### src/rtl/core/pwb_pkg.sv
// Shared types and constants for the perspective warp block.
// No dependencies; every other file of the block imports this package.
package pwb_pkg;

    localparam int COORD_W    = 12;
    localparam int BYTE_W     = 8;
    localparam int PIX_W      = 32;
    localparam int COEF_W     = 32;
    localparam int PROD_W     = 45;
    localparam int NUM_W      = 48;
    localparam int FRAC_BITS  = 23;
    localparam int WGT_W      = 17;
    localparam int CFG_IDX_W  = 3;
    localparam int CFG_DATA_W = 64;
    localparam int DIM_W      = 11;
    localparam int IN_DATA_W  = 56;
    localparam int OUT_DATA_W = 32;

    typedef enum logic [CFG_IDX_W-1:0] {
        CFG_COEF_PAIR0 = 3'd0,
        CFG_COEF_PAIR1 = 3'd1,
        CFG_COEF_PAIR2 = 3'd2,
        CFG_COEF_PAIR3 = 3'd3,
        CFG_COEF_LAST  = 3'd4,
        CFG_SRC_WIDTH  = 3'd5,
        CFG_SRC_HEIGHT = 3'd6
    } cfg_idx_t;

    typedef enum logic {
        OP_LOAD    = 1'b0,
        OP_REQUEST = 1'b1
    } op_t;

    typedef struct packed {
        logic [WGT_W-1:0] w00;
        logic [WGT_W-1:0] w10;
        logic [WGT_W-1:0] w01;
        logic [WGT_W-1:0] w11;
    } wgt_t;

    typedef struct packed {
        logic [BYTE_W-1:0] p00;
        logic [BYTE_W-1:0] p10;
        logic [BYTE_W-1:0] p01;
        logic [BYTE_W-1:0] p11;
    } nbr_t;

endpackage

### src/rtl/core/pwb_lane.sv
// One byte lane of the bilinear blend: four weighted products, sum and round.
// Depends on pwb_pkg.
module pwb_lane (
    input  logic                        clk,
    input  logic                        en,
    input  pwb_pkg::nbr_t               pix,
    input  pwb_pkg::wgt_t               wgt,
    output logic [pwb_pkg::BYTE_W-1:0]  out_byte
);
    import pwb_pkg::*;

    localparam int MW = BYTE_W + WGT_W;
    localparam int SW = MW + 1;

    logic [MW-1:0]     prod_reg [4];
    logic [SW-1:0]     sum_next;
    logic [BYTE_W-1:0] byte_reg;

    always_comb
    begin
        sum_next = SW'(prod_reg[0]) + SW'(prod_reg[1]) + SW'(prod_reg[2])
                 + SW'(prod_reg[3]) + SW'(32768);
    end

    always_ff @(posedge clk)
    begin
        if (en)
        begin
            prod_reg[0] <= MW'(pix.p00) * MW'(wgt.w00);
            prod_reg[1] <= MW'(pix.p10) * MW'(wgt.w10);
            prod_reg[2] <= MW'(pix.p01) * MW'(wgt.w01);
            prod_reg[3] <= MW'(pix.p11) * MW'(wgt.w11);
            byte_reg    <= sum_next[23:16];
        end
    end

    assign out_byte = byte_reg;

endmodule

### config.mk
export PLATFORM = sky130hd
export DESIGN_NAME = pwb_lane
export DESIGN_NICKNAME = d
export VERILOG_FILES = /design/src/rtl/core/pwb_pkg.sv /design/src/rtl/core/pwb_lane.sv
export SDC_FILE = /design/constraint.sdc
export NUM_CORES = 1
export LEC_CHECK = 0
export CAP_MARGIN = 15
export CORE_UTILIZATION = 25
export DETAILED_ROUTE_END_ITERATION = 8
export DONT_BUFFER_PORTS = 1
export GPL_TIMING_DRIVEN = 0
export PLACE_DENSITY = 0.44
export RECOVER_POWER = 100
export SETUP_SLACK_MARGIN = 0.02
export SYNTH_ARGS = -nofsm -noshare
export SYNTH_HDL_FRONTEND = slang
export SYNTH_SLANG_ARGS = --single-unit
### constraint.sdc
create_clock -name clk -period 7.56 [get_ports clk]
set_clock_uncertainty 0.05 [all_clocks]
set_input_delay 1.512 -clock clk [delete_from_list [all_inputs] [get_ports clk]]
set_output_delay 1.512 -clock clk [all_outputs]
set_load 0.1 [all_outputs]
==> impl_metrics.env <==
export IMPL_status="finished clean"
export IMPL_dr_wl_met2_um=25890
export IMPL_clk_path_buf_depth=2
export IMPL_synth_edf_count=104
export IMPL_fin_cells=3399
export IMPL_start_util_pct=25.31
export IMPL_regToRegSetupSlack_ps=3030
export IMPL_worst_setup_path_start_kind="primary input"
export IMPL_ys_top_cells_by_area="fa_1, edfxtp_1, and2_1"
export IMPL_largest_reg_flops=96
export IMPL_synth_nets=2943
export IMPL_slew_headroom_pct=23.75
export IMPL_fin_area_mm2=0.02370
export IMPL_hold_buffers=0
export IMPL_worstPathRequired_ps=7650
export IMPL_hold_viol=0
export IMPL_cp_arrival_ps=6790
export IMPL_via_per_inst=4.339
export IMPL_dpl_cell_area_mm2=0.02344
export IMPL_critPathCapture="prod_reg[3][21]$_DFFE_PP_"
export IMPL_grt_use_total_pct=12.26
export IMPL_p_per_area_mw_per_mm2=440.6
export IMPL_nets=2954
export IMPL_routedWlPerCell_um=15.56
export IMPL_clockRootBuffer="clkbuf_16"
export IMPL_setup_viol=0
export IMPL_fin_util_pct=27.28
export IMPL_crit_type="primary input to register"
export IMPL_cp_startpoint="pix[2]"
export IMPL_synth_area_leader_cell="fa_1"
export IMPL_cts_buffers=9
export IMPL_cts_setup_buffers=0
export IMPL_cts_max_level=3
export IMPL_ys_types=66
export IMPL_fin_ws_ps=866.5
export IMPL_antenna_found_initial=1
export IMPL_postSynth_asyncResetShare_pct=0
export IMPL_tightest_slew_ps=1115
export IMPL_layout_commonest_cell="and2_1"
export IMPL_tritoncts="done"
export IMPL_final_max_slew_viol_count=0
export IMPL_synth_top_area_share_pct=36.50
export IMPL_ys_flop_type="edfxtp_1"
export IMPL_setup_tns_ps=0
export IMPL_gp_congestion=0.8338
export IMPL_netlist_area_mm2=0.02199
export IMPL_synth_avg_cell_area_um2=9.876
export IMPL_grt_max_degree=105
export IMPL_drt_iter0_markers=621
export IMPL_power_total_mw=10.44
export IMPL_dp_cells=3382
export IMPL_grt_pass1_vias=16130
export IMPL_syn_instance_count=2227
export IMPL_firstDrtPassIters=6
export IMPL_drt_met1_wl_um=24700
export IMPL_vias=14750
export IMPL_highest_layer="met4"
export IMPL_die_w_um=298.6
export IMPL_dieArea_mm2=0.08916
export IMPL_area_growth_pct=7.765
export IMPL_hp_class="register to register"
export IMPL_r2r_start="prod_reg[0][4]$_DFFE_PP_"
export IMPL_drc_errors=0
export IMPL_drtAntennaViolNets=0
export IMPL_cts_resized=0
export IMPL_rsz0062_at_grt="no"
export IMPL_hold_slack_ps=992.3
export IMPL_synth_seq_cells=104
export IMPL_die_h_um=298.6
export IMPL_insertion_delay_ps=360
export IMPL_max_vdd_ir_drop_v=0.0003293
export IMPL_grt_first_pass_wirelength_um=87420
export IMPL_rows=108
export IMPL_wl_met3_um=2028
export IMPL_ys_warnings_count=0
export IMPL_io_pins=110
export IMPL_fmax_mhz=149.4
export IMPL_cts_num_sinks=104
export IMPL_ys_seq_area_share_pct=14.20
export IMPL_post_route_period_util_pct=88.54
export IMPL_core_mm2=0.08689
export IMPL_gr_total_overflow=0
export IMPL_mostFrequentLayoutCells="and2_1, inv_1, fa_1"
export IMPL_reg2reg_depth=11
export IMPL_end_kind="register"
export IMPL_dp_slack_ps=685.2
export IMPL_p_leak_nw=10.96
export IMPL_clk_pin_slew_ps=80
export IMPL_drt_wl_total_um=52900
export IMPL_cp_max_fo=10
export IMPL_regToRegEndpoint="out_byte[6]$_DFFE_PP_"
export IMPL_hpwl_um=45260
export IMPL_drive_gt1_share_pct=0.9808
export IMPL_period_needed_ps=6693
export IMPL_max_cap_violations=0
export IMPL_portBuffers=0
## power by group
part	leakage, nW	switching (mW)	total (mW)	internal (mW)
Sequential	1.02	0.387	1.72	1.33
Combinational	9.80	4.53	8.24	3.71
Clock	0.153	0.220	0.484	0.263
## final cells by class
class | count | area, um2
fillers | 9231 | 63190
multi-input cells | 1672 | 17130
flip-flops and latches | 104 | 3123
inverters | 408 | 1531
well taps | 1155 | 1445
clock buffers | 9 | 225.2
plain buffers | 43 | 161.4
clock inverters | 7 | 85.08
diodes | 1 | 2.502
## how the worst min path moves through the flow
stage	endpoint	start	slack [ps]	cells after the start
floorplan	out_byte[7]$_DFFE_PP_	prod_reg[3][23]$_DFFE_PP_	880	5
global placement	out_byte[7]$_DFFE_PP_	prod_reg[2][23]$_DFFE_PP_	960	5
detailed placement	out_byte[7]$_DFFE_PP_	prod_reg[2][23]$_DFFE_PP_	980	5
CTS	out_byte[7]$_DFFE_PP_	prod_reg[2][23]$_DFFE_PP_	1010	5
global route	out_byte[7]$_DFFE_PP_	prod_reg[2][23]$_DFFE_PP_	1080	5
finish	out_byte[7]$_DFFE_PP_	prod_reg[2][23]$_DFFE_PP_	990	5
## kinds of logic (layout without fill, tap and decap cells)
logic type,count (synthesis),count (layout),share of synthesized area [%]
adder cells (fa/ha/maj),614,614,48.62
flip-flops,104,104,14.20
AND/OR/NAND/NOR,729,729,18.43
AO/OA/AOI/OAI,237,237,7.379
buffers and inverters,451,467,7.697
XOR/XNOR,89,89,3.544
multiplexers,3,3,0.1365
other,0,1,0
## synth_stat cells, types with 6 or more instances
cell / n
nor3_1: 19
edfxtp_1: 104
nor2b_1: 9
o21a_1: 15
ha_1: 213
inv_1: 408
nand2b_1: 12
nand3_1: 13
xor2_1: 17
a21oi_1: 60
fa_1: 401
a21o_1: 38
nand4_1: 9
and2_1: 439
o211ai_1: 8
nor2_1: 50
a2111oi_0: 6
a211oi_1: 10
and3_1: 8
xnor2_1: 72
clkbuf_1: 43
nand2_1: 150
o21ai_0: 41
## worst max-delay path, cell delays in order
cell	delay [ps]
clkbuf_1	390
nand2_1	150
fa_1	530
fa_1	540
inv_1	50
fa_1	470
inv_1	60
fa_1	480
inv_1	40
ha_1	330
o211ai_1	110
a21oi_1	90
a2111oi_0	770
o211ai_1	260
a41oi_1	480
o21ai_0	170
xnor2_1	320
## per-layer routing
| layer | track usage (%) | up-vias |
|---|---|---|
| met1 | 16.69 | 7501 |
| li1 | - | 7029 |
| met3 | 1.934 | 25 |
| met5 | 0 | - |
| met2 | 21.05 | 194 |
| met4 | 1.221 | 0 |
Power figures use the tool's default switching activity.
